**src/hw/rtl/dspd_pkg.sv**
```systemverilog
package dspd_pkg;

    // Frame layout defaults
    localparam int HDR_WORDS_DEF = 16;
    localparam int CNT_BITS_DEF  = 16;

    // Jobs held between the front and back parts
    localparam int QUEUE_DEPTH = 4;

    // Configuration port: byte address bits, one 32-bit register
    localparam int          ADDR_BITS    = 3;
    localparam logic        REG_ROW_WIDTH = 1'b0;
    localparam logic [7:0]  ROW_WIDTH_RST = 8'd160;

    // Row kinds that write a plane
    localparam logic [6:0] ROWK_TEMPORAL = 7'h10;
    localparam logic [6:0] ROWK_SPAT_L   = 7'h14;
    localparam logic [6:0] ROWK_SPAT_R   = 7'h16;

    // Plane codes, PLANE_NONE for a row kind that writes nothing
    localparam logic [1:0] PLANE_TEMPORAL = 2'd0;
    localparam logic [1:0] PLANE_SPAT_L   = 2'd1;
    localparam logic [1:0] PLANE_SPAT_R   = 2'd2;
    localparam logic [1:0] PLANE_NONE     = 2'd3;

    // 2-bit mode group that carries only four pixels
    localparam logic [4:0] GROUP_SHORT = 5'hd;

    typedef enum logic [1:0] {
        KIND_PIXEL   = 2'd0,
        KIND_SUMMARY = 2'd1,
        KIND_ERROR   = 2'd2
    } t_kind;

    typedef enum logic [1:0] {
        ST_OK       = 2'd0,
        ST_ROW_LOST = 2'd1,
        ST_BAD_PREC = 2'd2
    } t_status;

    typedef enum logic [1:0] {
        PREC_8 = 2'd0,
        PREC_4 = 2'd1,
        PREC_2 = 2'd2
    } t_prec;

    // One queued job: all results caused by one input word
    typedef struct packed {
        t_kind       kind;
        logic [1:0]  plane;
        logic [15:0] addr;
        logic [23:0] data;
        t_prec       prec;
        logic [3:0]  last_idx;
        t_status     status;
        logic [15:0] cnt_total;
        logic [15:0] cnt_temp;
        logic [15:0] cnt_spat;
    } t_job;

    function automatic logic [1:0] plane_of(input logic [6:0] kind);
        logic [1:0] p;
        case (kind)
            ROWK_TEMPORAL: p = PLANE_TEMPORAL;
            ROWK_SPAT_L:   p = PLANE_SPAT_L;
            ROWK_SPAT_R:   p = PLANE_SPAT_R;
            default:       p = PLANE_NONE;
        endcase
        return p;
    endfunction

endpackage

```
**src/hw/rtl/dspd_queue.sv**
```systemverilog
module dspd_queue import dspd_pkg::*; (
    input  logic i_clk,
    input  logic i_rst_n,
    input  logic i_push,
    input  t_job i_job,
    input  logic i_pop,
    output logic o_full,
    output logic o_empty,
    output t_job o_head
);

    localparam int PTR_BITS = $clog2(QUEUE_DEPTH);
    localparam int CNT_BITS = $clog2(QUEUE_DEPTH + 1);

    t_job                r_mem [QUEUE_DEPTH];
    logic [PTR_BITS-1:0] r_wr_ptr;
    logic [PTR_BITS-1:0] r_rd_ptr;
    logic [CNT_BITS-1:0] r_count;

    assign o_full  = (r_count == CNT_BITS'(QUEUE_DEPTH));
    assign o_empty = (r_count == '0);
    assign o_head  = r_mem[r_rd_ptr];

    // storage
    always_ff @(posedge i_clk) begin
        if (i_push) begin
            r_mem[r_wr_ptr] <= i_job;
        end
    end

    // pointers and fill level
    always_ff @(posedge i_clk) begin
        if (!i_rst_n) begin
            r_wr_ptr <= '0;
            r_rd_ptr <= '0;
            r_count  <= '0;
        end else begin
            if (i_push) begin
                r_wr_ptr <= r_wr_ptr + 1'b1;
            end
            if (i_pop) begin
                r_rd_ptr <= r_rd_ptr + 1'b1;
            end
            if (i_push && !i_pop) begin
                r_count <= r_count + 1'b1;
            end else if (!i_push && i_pop) begin
                r_count <= r_count - 1'b1;
            end
        end
    end

endmodule

```
**src/hw/rtl/dspd_front.sv**
```systemverilog
module dspd_front import dspd_pkg::*; #(
    parameter int HEADER_WORDS = HDR_WORDS_DEF,
    parameter int COUNT_BITS   = CNT_BITS_DEF
) (
    input  logic        i_clk,
    input  logic        i_rst_n,
    input  logic        i_accept,
    input  logic [31:0] i_word,
    input  logic [7:0]  i_row_width,
    output logic        o_push,
    output t_job        o_job
);

    localparam int HL_BITS = $clog2(HEADER_WORDS + 1);
    localparam logic [HL_BITS-1:0]    HL_FULL = HL_BITS'(HEADER_WORDS);
    localparam logic [COUNT_BITS-1:0] CNT_MAX = {COUNT_BITS{1'b1}};

    logic [HL_BITS-1:0]    r_header_left, n_header_left;
    t_prec                 r_prec, n_prec;
    logic [6:0]            r_row_kind, n_row_kind;
    logic [7:0]            r_row_index, n_row_index;
    logic [6:0]            r_groups_left, n_groups_left;
    logic                  r_discarding, n_discarding;
    logic [COUNT_BITS-1:0] r_cnt_total, n_cnt_total;
    logic [COUNT_BITS-1:0] r_cnt_temp, n_cnt_temp;
    logic [COUNT_BITS-1:0] r_cnt_spat, n_cnt_spat;

    logic                  is_term;
    logic [COUNT_BITS-1:0] total_inc, temp_inc, spat_inc;
    logic [1:0]            grp_plane, row_plane;
    logic [15:0]           base;
    logic [4:0]            g5;
    logic [6:0]            g7;
    t_job                  job;

    assign is_term   = (i_word == '0) || (&i_word);
    assign total_inc = (r_cnt_total == CNT_MAX) ? r_cnt_total : r_cnt_total + 1'b1;
    assign temp_inc  = (r_cnt_temp == CNT_MAX) ? r_cnt_temp : r_cnt_temp + 1'b1;
    assign spat_inc  = (r_cnt_spat == CNT_MAX) ? r_cnt_spat : r_cnt_spat + 1'b1;
    assign grp_plane = plane_of(r_row_kind);
    assign row_plane = plane_of(i_word[30:24]);
    assign base      = 16'(i_row_width) * 16'(r_row_index);
    assign g5        = i_word[30:26];
    assign g7        = i_word[30:24];

    // classify the word, advance frame state and build its job
    always_comb begin
        n_header_left = r_header_left;
        n_prec        = r_prec;
        n_row_kind    = r_row_kind;
        n_row_index   = r_row_index;
        n_groups_left = r_groups_left;
        n_discarding  = r_discarding;
        n_cnt_total   = r_cnt_total;
        n_cnt_temp    = r_cnt_temp;
        n_cnt_spat    = r_cnt_spat;
        o_push        = 1'b0;
        job           = '0;
        job.kind      = KIND_PIXEL;
        job.prec      = r_prec;
        job.status    = ST_OK;

        if (i_accept) begin
            if (r_header_left != '0) begin
                // header: only the first word carries the precision nibble
                if (r_header_left == HL_FULL) begin
                    case (i_word[3:0])
                        4'h0, 4'h8: n_prec = PREC_8;
                        4'h4:       n_prec = PREC_4;
                        4'h2:       n_prec = PREC_2;
                        default: begin
                            n_discarding = 1'b1;
                            o_push       = 1'b1;
                            job.kind     = KIND_ERROR;
                            job.status   = ST_BAD_PREC;
                        end
                    endcase
                end
                n_header_left = r_header_left - 1'b1;
            end else if (r_discarding) begin
                // skip to the next terminator
                if (is_term) begin
                    n_header_left = HL_FULL;
                    n_row_kind    = '0;
                    n_row_index   = '0;
                    n_groups_left = '0;
                    n_discarding  = 1'b0;
                    n_cnt_total   = '0;
                    n_cnt_temp    = '0;
                    n_cnt_spat    = '0;
                end
            end else if (r_groups_left != '0) begin
                // group word
                n_cnt_total   = total_inc;
                n_groups_left = r_groups_left - 1'b1;
                if (grp_plane == PLANE_TEMPORAL) begin
                    n_cnt_temp = temp_inc;
                end else if (grp_plane != PLANE_NONE) begin
                    n_cnt_spat = spat_inc;
                end
                if (i_word[31] && grp_plane != PLANE_NONE) begin
                    o_push    = 1'b1;
                    job.plane = grp_plane;
                    case (r_prec)
                        PREC_2: begin
                            job.addr     = base + {8'b0, g5, 3'b0} + {9'b0, g5, 2'b0};
                            job.data     = i_word[25:2];
                            job.last_idx = (g5 == GROUP_SHORT) ? 4'd3 : 4'd11;
                        end
                        PREC_4: begin
                            job.addr     = base + {7'b0, g7, 2'b0};
                            job.data     = {i_word[23:8], 8'b0};
                            job.last_idx = 4'd3;
                        end
                        default: begin
                            job.addr     = base + {8'b0, g7, 1'b0};
                            job.data     = {i_word[23:8], 8'b0};
                            job.last_idx = 4'd1;
                        end
                    endcase
                end
            end else if (is_term) begin
                // frame end: summary, then a fresh frame keeping precision
                o_push        = 1'b1;
                job.kind      = KIND_SUMMARY;
                n_header_left = HL_FULL;
                n_row_kind    = '0;
                n_row_index   = '0;
                n_groups_left = '0;
                n_discarding  = 1'b0;
                n_cnt_total   = '0;
                n_cnt_temp    = '0;
                n_cnt_spat    = '0;
            end else begin
                // row word
                n_cnt_total = total_inc;
                if (i_word[31:27] == 5'd1) begin
                    // frame-count word, counted only
                end else if (i_word[31]) begin
                    n_discarding = 1'b1;
                    o_push       = 1'b1;
                    job.kind     = KIND_ERROR;
                    job.status   = ST_ROW_LOST;
                end else begin
                    n_row_kind    = i_word[30:24];
                    n_groups_left = i_word[23:17];
                    n_row_index   = i_word[15:8];
                    if (row_plane == PLANE_TEMPORAL) begin
                        n_cnt_temp = temp_inc;
                    end else if (row_plane != PLANE_NONE) begin
                        n_cnt_spat = spat_inc;
                    end
                end
            end
        end

        // results carry counters including this word; a summary the frame's own
        if (job.kind == KIND_SUMMARY) begin
            job.cnt_total = 16'(r_cnt_total);
            job.cnt_temp  = 16'(r_cnt_temp);
            job.cnt_spat  = 16'(r_cnt_spat);
        end else begin
            job.cnt_total = 16'(n_cnt_total);
            job.cnt_temp  = 16'(n_cnt_temp);
            job.cnt_spat  = 16'(n_cnt_spat);
        end
        o_job = job;
    end

    always_ff @(posedge i_clk) begin
        if (!i_rst_n) begin
            r_header_left <= HL_FULL;
            r_prec        <= PREC_8;
            r_row_kind    <= '0;
            r_row_index   <= '0;
            r_groups_left <= '0;
            r_discarding  <= 1'b0;
            r_cnt_total   <= '0;
            r_cnt_temp    <= '0;
            r_cnt_spat    <= '0;
        end else begin
            r_header_left <= n_header_left;
            r_prec        <= n_prec;
            r_row_kind    <= n_row_kind;
            r_row_index   <= n_row_index;
            r_groups_left <= n_groups_left;
            r_discarding  <= n_discarding;
            r_cnt_total   <= n_cnt_total;
            r_cnt_temp    <= n_cnt_temp;
            r_cnt_spat    <= n_cnt_spat;
        end
    end

endmodule

```
**src/hw/rtl/dspd_back.sv**
```systemverilog
module dspd_back import dspd_pkg::*; (
    input  logic              i_clk,
    input  logic              i_rst_n,
    input  logic              i_empty,
    input  t_job              i_head,
    output logic              o_pop,
    input  logic              i_stall,
    output logic              o_valid,
    output logic [1:0]        o_result_kind,
    output logic [1:0]        o_plane_select,
    output logic [15:0]       o_pixel_address,
    output logic signed [7:0] o_pixel_value,
    output logic [1:0]        o_status_code,
    output logic [15:0]       o_total_words,
    output logic [15:0]       o_temporal_words,
    output logic [15:0]       o_spatial_words,
    output logic              o_last_of_run
);

    logic        r_valid, n_valid;
    logic [3:0]  r_idx, n_idx;
    logic [1:0]  r_kind, r_plane, r_status;
    logic [15:0] r_addr, r_total, r_temp, r_spat;
    logic [7:0]  r_value;
    logic        r_last;

    logic        advance;
    logic        is_last;
    logic [4:0]  amt;
    logic [23:0] shifted;
    logic [7:0]  value;

    assign advance = !i_empty && (!r_valid || !i_stall);
    assign is_last = (r_idx == i_head.last_idx);
    assign o_pop   = advance && is_last;

    // pick pixel r_idx out of the group data, most significant first
    always_comb begin
        case (i_head.prec)
            PREC_4:  amt = 5'd20 - 5'({r_idx, 2'b0});
            PREC_2:  amt = 5'd22 - 5'({r_idx, 1'b0});
            default: amt = 5'd16 - 5'({r_idx, 3'b0});
        endcase
        shifted = i_head.data >> amt;
        case (i_head.prec)
            PREC_4: value = {shifted[3:0], 4'b0};
            PREC_2: begin
                case (shifted[1:0])
                    2'd1:    value = 8'h7f;
                    2'd3:    value = 8'h81;
                    default: value = {6'b0, shifted[1:0]};
                endcase
            end
            default: value = shifted[7:0];
        endcase
    end

    // beat counter within the current job and output valid
    always_comb begin
        n_valid = r_valid;
        n_idx   = r_idx;
        if (advance) begin
            n_valid = 1'b1;
            n_idx   = is_last ? 4'd0 : r_idx + 1'b1;
        end else if (!i_stall) begin
            n_valid = 1'b0;
        end
    end

    always_ff @(posedge i_clk) begin
        if (!i_rst_n) begin
            r_valid <= 1'b0;
            r_idx   <= '0;
        end else begin
            r_valid <= n_valid;
            r_idx   <= n_idx;
        end
    end

    // output register
    always_ff @(posedge i_clk) begin
        if (advance) begin
            r_kind   <= i_head.kind;
            r_plane  <= i_head.plane;
            r_addr   <= i_head.addr + 16'(r_idx);
            r_value  <= value;
            r_status <= i_head.status;
            r_total  <= i_head.cnt_total;
            r_temp   <= i_head.cnt_temp;
            r_spat   <= i_head.cnt_spat;
            r_last   <= is_last;
        end
    end

    assign o_valid          = r_valid;
    assign o_result_kind    = r_kind;
    assign o_plane_select   = r_plane;
    assign o_pixel_address  = r_addr;
    assign o_pixel_value    = r_value;
    assign o_status_code    = r_status;
    assign o_total_words    = r_total;
    assign o_temporal_words = r_temp;
    assign o_spatial_words  = r_spat;
    assign o_last_of_run    = r_last;

endmodule

```
**src/hw/rtl/diff_sensor_packet_decoder.sv**
```systemverilog
// A four-job queue lets input run ahead; a word's first result passes the queue
// and then the output register. One word in per cycle unless the queue is full;
// one result beat out per cycle unless stalled; a group word gives 2, 4 or 12 beats.
// Synchronous active-low reset: queue and output empty, new frame expecting header,
// 8-bit precision, row width 160.
module diff_sensor_packet_decoder import dspd_pkg::*; #(
    parameter int HEADER_WORDS = HDR_WORDS_DEF,
    parameter int COUNT_BITS   = CNT_BITS_DEF
) (
    input  logic                 i_clk,
    input  logic                 i_rst_n,
    // word input
    input  logic                 i_valid,
    output logic                 o_stall,
    input  logic [31:0]          i_stream_word,
    // result output
    output logic                 o_valid,
    input  logic                 i_stall,
    output logic [1:0]           o_result_kind,
    output logic [1:0]           o_plane_select,
    output logic [15:0]          o_pixel_address,
    output logic signed [7:0]    o_pixel_value,
    output logic [1:0]           o_status_code,
    output logic [15:0]          o_total_words,
    output logic [15:0]          o_temporal_words,
    output logic [15:0]          o_spatial_words,
    output logic                 o_last_of_run,
    // configuration
    input  logic                 psel,
    input  logic                 penable,
    input  logic                 pwrite,
    input  logic [ADDR_BITS-1:0] paddr,
    input  logic [31:0]          pwdata,
    output logic [31:0]          prdata,
    output logic                 pready
);

    logic [7:0] r_row_width;
    logic       accept;
    logic       push, pop, full, empty;
    t_job       push_job, head_job;

    // configuration register
    assign pready = 1'b1;
    assign prdata = (paddr[ADDR_BITS-1] == REG_ROW_WIDTH) ? {24'b0, r_row_width} : '0;

    always_ff @(posedge i_clk) begin
        if (!i_rst_n) begin
            r_row_width <= ROW_WIDTH_RST;
        end else if (psel && penable && pwrite && paddr[ADDR_BITS-1] == REG_ROW_WIDTH) begin
            r_row_width <= pwdata[7:0];
        end
    end

    assign o_stall = full;
    assign accept  = i_valid && !full;

    dspd_front #(
        .HEADER_WORDS (HEADER_WORDS),
        .COUNT_BITS   (COUNT_BITS)
    ) u_front (
        .i_clk       (i_clk),
        .i_rst_n     (i_rst_n),
        .i_accept    (accept),
        .i_word      (i_stream_word),
        .i_row_width (r_row_width),
        .o_push      (push),
        .o_job       (push_job)
    );

    dspd_queue u_queue (
        .i_clk   (i_clk),
        .i_rst_n (i_rst_n),
        .i_push  (push),
        .i_job   (push_job),
        .i_pop   (pop),
        .o_full  (full),
        .o_empty (empty),
        .o_head  (head_job)
    );

    dspd_back u_back (
        .i_clk            (i_clk),
        .i_rst_n          (i_rst_n),
        .i_empty          (empty),
        .i_head           (head_job),
        .o_pop            (pop),
        .i_stall          (i_stall),
        .o_valid          (o_valid),
        .o_result_kind    (o_result_kind),
        .o_plane_select   (o_plane_select),
        .o_pixel_address  (o_pixel_address),
        .o_pixel_value    (o_pixel_value),
        .o_status_code    (o_status_code),
        .o_total_words    (o_total_words),
        .o_temporal_words (o_temporal_words),
        .o_spatial_words  (o_spatial_words),
        .o_last_of_run    (o_last_of_run)
    );

endmodule
```
**config.mk**
```make
export PLATFORM = sky130hd
export DESIGN_NAME = diff_sensor_packet_decoder
export DESIGN_NICKNAME = d
export VERILOG_FILES = /design/src/hw/rtl/dspd_pkg.sv /design/src/hw/rtl/dspd_queue.sv /design/src/hw/rtl/dspd_front.sv /design/src/hw/rtl/dspd_back.sv /design/src/hw/rtl/diff_sensor_packet_decoder.sv
export SDC_FILE = /design/constraint.sdc
export NUM_CORES = 1
export LEC_CHECK = 0
export ABC_AREA = 1
export BUFFER_PORTS_ARGS = -buffer_cell sky130_fd_sc_hd__buf_4
export CORE_MARGIN = 8
export CORE_UTILIZATION = 40
export DETAILED_ROUTE_END_ITERATION = 10
export SLEW_MARGIN = 10
export SYNTH_ARGS = -nofsm -noshare
export SYNTH_HDL_FRONTEND = slang
export SYNTH_SLANG_ARGS = --single-unit
```
**constraint.sdc**
```tcl
create_clock -name i_clk -period 10.5 [get_ports i_clk]
set_clock_uncertainty 0.2 [all_clocks]
set_input_delay 1.05 -clock i_clk [delete_from_list [all_inputs] [get_ports i_clk]]
set_output_delay 1.05 -clock i_clk [all_outputs]
set_load 0.01 [all_outputs]
```
=== Word-level counts from Yosys, hierarchy flattened ===
Memory sizes are Yosys's and may differ from the RTL's. A register that Yosys moved wholly into a read port is not among the register bits.
Index checks and enable logic that the tools add are counted.

* Flip-flop bits (word level): 177
* Bits in latches: 0
* Bits in writable memories: 400
* Memory bits (read-only): 0
* Input port bits: 74
* Logic and storage cells: 228
* Memories kept: 1

{| class="wikitable"
|+ Memories
! name !! words !! bits a word !! read ports !! clocked after memory_dff !! wr ports !! line !! RTL
|-
| u_queue.r_mem || 4 || 100 || 1 || 1 || 1 || dspd_queue.sv:15 || <nowiki>t_job r_mem [QUEUE_DEPTH];</nowiki>
|}

* Add/subtract/negate cells: 18
* Multipliers: 1
* Div/mod/pow operators: 0
* Order comparisons: 0
* Eq/ne operators: 36
* Shifts and indexed selects: 1
* Muxes and demuxes: 111
* Bitwise operators: 2
* Reductions and logical operators: 34

{| class="wikitable"
|+ Operators by type and width
! kind !! number
|-
| $mux W16 || 31
|-
| $mux W42 || 3
|-
| $mux W44 || 2
|-
| $pmux W40 S2 || 1
|-
| $mux W7 || 11
|-
| $mux W8 || 7
|-
| $add A16 B1 Y16 const B || 3
|-
| $eq A16 B16 Y1 const B || 3
|-
| $mux W48 || 1
|-
| $eq A7 B5 Y1 const B || 6
|-
| $add A16 B8 Y16 || 2
|-
| $logic_not A32 Y1 || 1
|-
| $pmux W8 S2 || 2
|-
| $reduce_and A32 Y1 || 1
|-
| $mux W2 || 13
|-
| $shr A24 B5 Y8 || 1
|-
| $mux W1 || 22
|-
| $mux W4 || 5
|-
| $mux W5 || 4
|-
| $pmux W2 S3 || 3
|-
| $add A16 B4 Y16 || 1
|-
| $add A16 B7 Y16 || 1
|-
| $add A16 B9 Y16 || 1
|-
| $mul A8 B8 Y16 || 1
|-
| 42 further kinds || 77
|}

=== Logic depth before layout (Yosys ltp) ===
* Depth in word-level cells: 13
* Gate-level depth with buffers: 32
* Gate-level depth less buffers: 31

=== Hierarchy ===
From an unflattened synthesis, not the netlist that was laid out.

* Cell total of the unflattened synthesis: 3287
* Area total of the unflattened synthesis: 30993.5 µm²

{| class="wikitable"
|+ By module, submodules not included
! module !! instances !! cells each !! area each (µm²) !! sequential area each (µm²)
|-
| dspd_queue || 1 || 1025 || 15396.0 || 12191.7
|-
| dspd_front || 1 || 1769 || 10794.1 || 1561.5
|-
| dspd_back || 1 || 394 || 4141.5 || 2472.4
|-
| diff_sensor_packet_decoder || 1 || 99 || 661.9 || 160.2
|}

=== Worst setup path after synthesis ===
No wires, ideal clock.

* Path kind: input to register
* Start: input i_stall
* End: register u_queue.r_count[1]
* Library setup time: 120 ps
* Arrival time: 7078 ps
* Slack: 3102 ps
* Cell stages on the path: 11
* Buffers on the path: 0
* Cell sequence: nand2_1 -> inv_1 -> a31oi_1 -> inv_1 -> nor2_1 -> inv_1 -> ha_1 -> inv_1 -> fa_1 -> o21ai_0 -> a21oi_1

* Word-level cells in the longest chain between the ends: 7
* Elaborated cells on any way between the ends: 9

{| class="wikitable"
|+ Ends and longest elaborated chain
! what !! line !! RTL
|-
| start, declared || diff_sensor_packet_decoder.sv:18 || <nowiki>input logic i_stall,</nowiki>
|-
| $logic_not A1 Y1 * || dspd_back.sv:33 || <nowiki>assign advance = !i_empty && (!r_valid || !i_stall);</nowiki>
|-
| $logic_or A1 B1 Y1 * || dspd_back.sv:33 ||
|-
| $logic_and A1 B1 Y1 * || dspd_back.sv:33 ||
|-
| via u_back.advance || dspd_back.sv:27 || <nowiki>logic advance;</nowiki>
|-
| $logic_and A1 B1 Y1 * || dspd_back.sv:35 || <nowiki>assign o_pop = advance && is_last;</nowiki>
|-
| $logic_not A1 Y1 || dspd_queue.sv:44 || <nowiki>if (i_push && !i_pop) begin</nowiki>
|-
| $logic_and A1 B1 Y1 || dspd_queue.sv:44 ||
|-
| $mux W3 / $reduce_bool A2 Y1 (equally long branches) || -- ||
|-
| end signal, assigned || dspd_queue.sv:45 || <nowiki>r_count <= r_count + 1'b1;</nowiki>
|-
| end signal, assigned || dspd_queue.sv:47 || <nowiki>r_count <= r_count - 1'b1;</nowiki>
|-
| end, declared || dspd_queue.sv:18 || <nowiki>logic [CNT_BITS-1:0] r_count;</nowiki>
|}

Mark *: on every way through the listed nets, which the timed path passes. The rest lies on a longest branch.
A chain may end at the register's enable or synchronous reset.

==> run_summary.xml <==
<?xml version="1.0" encoding="UTF-8"?>
<metrics>
  <group name="routing">
    <metric name="final_antenna_net_count" unit="">0</metric>
    <metric name="avgViaCountPerCell" unit="">5.13</metric>
    <metric name="detail_route.first_pass.iterations" unit="">5</metric>
    <metric name="routed_wl" unit="µm">80600</metric>
    <metric name="drt_first_iter_violations" unit="">1748</metric>
    <metric name="route.detailed.drc" unit="">0</metric>
    <metric name="wl_per_cell" unit="µm">17.8</metric>
    <metric name="vias" unit="">23167</metric>
  </group>
  <group name="clock_network">
    <metric name="cts_resized" unit="">0</metric>
    <metric name="ctsRootBufferMaster" unit="">sky130_fd_sc_hd__clkbuf_16</metric>
    <metric name="hold_bufs_at_cts" unit="">0</metric>
    <metric name="htree_num_levels" unit="">2</metric>
    <metric name="worst_skew_pair.late_latency" unit="ns">0.64</metric>
    <metric name="post_cts.repair.setup_buffers" unit="">0</metric>
    <metric name="clockBufferDepth" unit="">3</metric>
    <metric name="num_clock_sinks" unit="">575</metric>
    <metric name="tritoncts.num_buffers" unit="">61</metric>
    <metric name="clk_pin_slew" unit="ns">0.06</metric>
    <metric name="tritoncts" unit="">yes</metric>
  </group>
  <group name="place">
    <metric name="place_worst_setup_slack" unit="ns">4.25</metric>
    <metric name="buffer_ports.inserted" unit="">136</metric>
    <metric name="globalplace.congestion" unit="">0.895</metric>
    <metric name="detailed_place_hpwl" unit="µm">53900</metric>
    <metric name="dpl-instance-area" unit="µm²">32400</metric>
  </group>
  <group name="setup_path">
    <metric name="crit_path_start_kind" unit="">register</metric>
    <metric name="worst_reg2reg_path_depth" unit="">27</metric>
    <metric name="timing.critical_path.required" unit="ns">10.71</metric>
    <metric name="timing.reg2reg.setup_slack" unit="ns">4.16</metric>
    <metric name="worst_setup_path_end_kind" unit="">register</metric>
    <metric name="timing.rr.end" unit="">u_queue.r_mem[3][93]$_DFFE_PP_</metric>
    <metric name="worst_ep_arrival_time" unit="ns">6.55</metric>
    <metric name="crit_path_max_fanout" unit="">9</metric>
    <metric name="worst_r2r_startpoint" unit="">u_front.r_row_index[4]$_SDFFE_PN0P_</metric>
    <metric name="criticalPathCategory" unit="">register to register</metric>
  </group>
  <group name="global_routing">
    <metric name="grt_first_pass_wirelength" unit="µm">125000</metric>
    <metric name="grt_max_degree" unit="">97</metric>
    <metric name="initial_antenna_violation_count" unit="">3</metric>
    <metric name="groute.usage.overall" unit="%">18.2</metric>
    <metric name="overflow" unit="">0</metric>
    <metric name="via_count_of_the_first_global_routing_pass" unit="">21857</metric>
  </group>
  <group name="timing">
    <metric name="relSlewSlack" unit="%">33.0</metric>
    <metric name="fin_crit_sh" unit="%">60.3</metric>
    <metric name="number_of_max_slew_violations_in_the_final_report" unit="">0</metric>
    <metric name="setup_tns" unit="ns">0</metric>
    <metric name="timing_worst_slew_pin_value" unit="ns">1.01</metric>
    <metric name="fmax" unit="MHz">158</metric>
    <metric name="post-route-worst-setup-slack" unit="ns">4.16</metric>
    <metric name="fin_crit_period" unit="ns">6.34</metric>
    <metric name="rsz0062_at_grt" unit="">false</metric>
    <metric name="report.final.hold_viol_count" unit="">0</metric>
    <metric name="setup_viol_count_final" unit="">0</metric>
  </group>
  <group name="min_path">
    <metric name="min_path_cells" unit="">2</metric>
    <metric name="type_of_the_worst_min_delay_path" unit="">register to register</metric>
    <metric name="worstHoldStart" unit="">u_queue.r_rd_ptr[1]$_SDFFE_PN0P_</metric>
  </group>
  <group name="synth">
    <metric name="yosys.cell_types.count" unit="">65</metric>
    <metric name="yosysWarningCount" unit="">0</metric>
    <metric name="synthCells" unit="">3362</metric>
    <metric name="synthesis.area" unit="µm²">30700</metric>
    <metric name="ff_latch_count_synth" unit="">575</metric>
    <metric name="synth_flop_cell" unit="">sky130_fd_sc_hd__edfxtp_1</metric>
    <metric name="sequential_fraction_of_the_synthesis_area" unit="%">53.0</metric>
    <metric name="count_of_flip_flops_with_a_built_in_enable_after_synthesis" unit="">475</metric>
    <metric name="syn_area_per_cell" unit="µm²">9.12</metric>
    <metric name="async_flop_share" unit="%">0</metric>
  </group>
  <group name="power">
    <metric name="power_per_cell_area" unit="nW/µm²">207</metric>
    <metric name="finalPower" unit="mW">7.15</metric>
    <metric name="worst_ir_drop_vdd" unit="V">0.000150</metric>
    <metric name="power.static_leakage" unit="nW">14.2</metric>
  </group>
  <group name="floorplan">
    <metric name="core_region_area" unit="µm²">75900</metric>
    <metric name="chipHeight" unit="µm">293</metric>
    <metric name="design.die.area" unit="µm²">85800</metric>
    <metric name="num_rows" unit="">101</metric>
    <metric name="dieWidth" unit="µm">293</metric>
    <metric name="io-pin-count" unit="">188</metric>
    <metric name="start_util" unit="%">40.4</metric>
  </group>
  <group name="cells_and_area">
    <metric name="layout.nets" unit="">3639</metric>
    <metric name="stdcell_area" unit="µm²">34600</metric>
    <metric name="multiInputGateArea" unit="µm²">12100</metric>
    <metric name="final_common_cell" unit="">sky130_fd_sc_hd__nand2_1</metric>
    <metric name="layout_common_cells" unit="">sky130_fd_sc_hd__nand2_1, sky130_fd_sc_hd__edfxtp_1, sky130_fd_sc_hd__inv_1, sky130_fd_sc_hd__nor2_1, sky130_fd_sc_hd__o21ai_0</metric>
    <metric name="drive_gt1_share" unit="%">10.2</metric>
    <metric name="filler_cell_count" unit="">7311</metric>
    <metric name="core_util_final" unit="%">45.5</metric>
    <metric name="ff_latch_area" unit="µm²">16300</metric>
    <metric name="area_growth" unit="%">12.8</metric>
  </group>
  <group name="flow_run">
    <metric name="maxCapViolCount" unit="">0</metric>
  </group>
  <group name="status">
    <metric name="status" unit="">finished, final reports clean</metric>
  </group>
</metrics>
[critical path, stage by stage, from the launching register on]
cell,delay [ns]
sky130_fd_sc_hd__dfxtp_1,0.45
sky130_fd_sc_hd__nand2_1,0.13
sky130_fd_sc_hd__inv_1,0.06
sky130_fd_sc_hd__fa_1,0.44
sky130_fd_sc_hd__fa_1,0.49
sky130_fd_sc_hd__ha_1,0.29
sky130_fd_sc_hd__inv_1,0.05
sky130_fd_sc_hd__fa_1,0.52
sky130_fd_sc_hd__inv_1,0.04
sky130_fd_sc_hd__ha_1,0.37
sky130_fd_sc_hd__nand2_1,0.11
sky130_fd_sc_hd__nand3_1,0.16
sky130_fd_sc_hd__xor2_1,0.37
sky130_fd_sc_hd__inv_1,0.10
sky130_fd_sc_hd__fa_1,0.49
sky130_fd_sc_hd__inv_1,0.04
sky130_fd_sc_hd__ha_1,0.34
sky130_fd_sc_hd__a21oi_1,0.15
sky130_fd_sc_hd__nand2_1,0.09
sky130_fd_sc_hd__nand2_1,0.08
sky130_fd_sc_hd__nand2_1,0.06
sky130_fd_sc_hd__a21oi_1,0.30
sky130_fd_sc_hd__nor2_2,0.15
sky130_fd_sc_hd__inv_1,0.07
sky130_fd_sc_hd__o21ai_1,0.07
sky130_fd_sc_hd__o21ai_1,0.15
sky130_fd_sc_hd__nor2_1,0.05
sky130_fd_sc_hd__nor2_1,0.28
[report_power, final]
part           internal, mW  switching [mW]
logic                 0.553            1.25
registers              2.91           0.124
clock network          1.39           0.932
total                  4.85            2.31
[state kept, by name, summed over array words and instances, names as in the netlist, 4 cells and up, named ones only]
register and flops:
u_back.o_spatial_words 16, u_front.r_row_kind 7, u_back.r_idx 4, u_back.o_pixel_value 8, u_back.o_pixel_address 16, u_front.r_row_index 8, u_front.r_groups_left 7, u_back.o_total_words 16
u_front.r_cnt_spat 16, u_back.o_temporal_words 16, u_queue.r_mem 396, u_front.r_header_left 5, u_front.r_cnt_temp 16, u_front.r_cnt_total 16, r_row_width 8
[worst max path at each step]
stage	startpoint	endpoint	slack [ns]	cells past startpoint
after CTS	u_front.r_row_index[3]$_SDFFE_PN0P_	u_queue.r_mem[3][92]$_DFFE_PP_	4.22	30
final	u_front.r_row_index[4]$_SDFFE_PN0P_	u_queue.r_mem[3][93]$_DFFE_PP_	4.16	27
after floorplan	i_stall	u_queue.r_count[1]$_SDFFE_PN0P_	3.10	11
after global routing	u_front.r_row_index[4]$_SDFFE_PN0P_	u_queue.r_mem[0][92]$_DFFE_PP_	3.65	30
after detailed placement	u_front.r_row_index[3]$_SDFFE_PN0P_	u_queue.r_mem[3][92]$_DFFE_PP_	4.25	30
after global placement	u_front.r_row_index[4]$_SDFFE_PN0P_	u_queue.r_mem[2][92]$_DFFE_PP_	4.22	30
[metrics by stage]
| stage | hold slack (ns) | instances |
|---|---|---|
| 2_1_floorplan | 0.236 | 3385 |
| 3_3_place_gp | 0.245 | 4401 |
| 3_5_place_dp | 0.253 | 4401 |
| 4_1_cts | 0.261 | 4516 |
| 5_1_grt | 0.295 | 4516 |
| 6_report | 0.258 | 4520 |
[synthesized netlist by cell type, types with 9 or more instances]
| library cell | instances | share of area, % |
|---|---|---|
| sky130_fd_sc_hd__o21bai_1 | 12 | 0.29 |
| sky130_fd_sc_hd__nand3_1 | 235 | 3.8 |
| sky130_fd_sc_hd__o211ai_1 | 24 | 0.59 |
| sky130_fd_sc_hd__xor2_1 | 50 | 1.4 |
| sky130_fd_sc_hd__dfxtp_1 | 100 | 6.5 |
| sky130_fd_sc_hd__o21ai_0 | 262 | 4.3 |
| sky130_fd_sc_hd__nand2_2 | 15 | 0.31 |
| sky130_fd_sc_hd__a21oi_1 | 117 | 1.9 |
| sky130_fd_sc_hd__buf_2 | 44 | 0.72 |
| sky130_fd_sc_hd__o21ai_1 | 9 | 0.15 |
| sky130_fd_sc_hd__fa_1 | 45 | 2.9 |
| sky130_fd_sc_hd__o22ai_1 | 73 | 1.5 |
| sky130_fd_sc_hd__nor2_1 | 320 | 3.9 |
| sky130_fd_sc_hd__edfxtp_1 | 475 | 47 |
| sky130_fd_sc_hd__nor3_1 | 31 | 0.51 |
| sky130_fd_sc_hd__nand2_1 | 735 | 9.0 |
| sky130_fd_sc_hd__a31oi_1 | 10 | 0.20 |
| sky130_fd_sc_hd__xnor2_1 | 11 | 0.31 |
| sky130_fd_sc_hd__inv_1 | 384 | 4.7 |
| sky130_fd_sc_hd__ha_1 | 86 | 3.5 |
| sky130_fd_sc_hd__clkbuf_1 | 78 | 0.95 |
| sky130_fd_sc_hd__buf_4 | 34 | 0.83 |
| sky130_fd_sc_hd__inv_2 | 23 | 0.28 |
| sky130_fd_sc_hd__nor2_2 | 11 | 0.22 |
| sky130_fd_sc_hd__nand4_1 | 51 | 1.0 |
| sky130_fd_sc_hd__o32ai_1 | 16 | 0.46 |
[logic make-up after synthesis]
| logic type | synth area share, % |
|---|---|
| other cells | 0.0245 |
| fa+ha+maj | 6.45 |
| xor+xnor | 1.74 |
| flops | 53.0 |
| simple gates | 20.4 |
| compound gates | 10.3 |
| buf+inv | 8.05 |
[layer usage]
| metal | part of all wire [%] | track usage [%] |
|---|---|---|
| met5 | 0 | 0 |
| met4 | 1.5 | 3.84 |
| met3 | 6.1 | 2.99 |
| met2 | 47 | 30.2 |
| met1 | 46 | 25.1 |
[layout make-up]
class / instances / share of cell area [%]
antenna: 4 / 0.0289
clock buffer: 73 / 4.72
clock inverter: 42 / 1.62
inverter: 414 / 4.54
multi-input combinational: 2224 / 34.9
sequential: 575 / 47.0
tap: 1030 / 3.73
timing repair buffer: 158 / 3.43
Power figures use the tool's default switching activity.
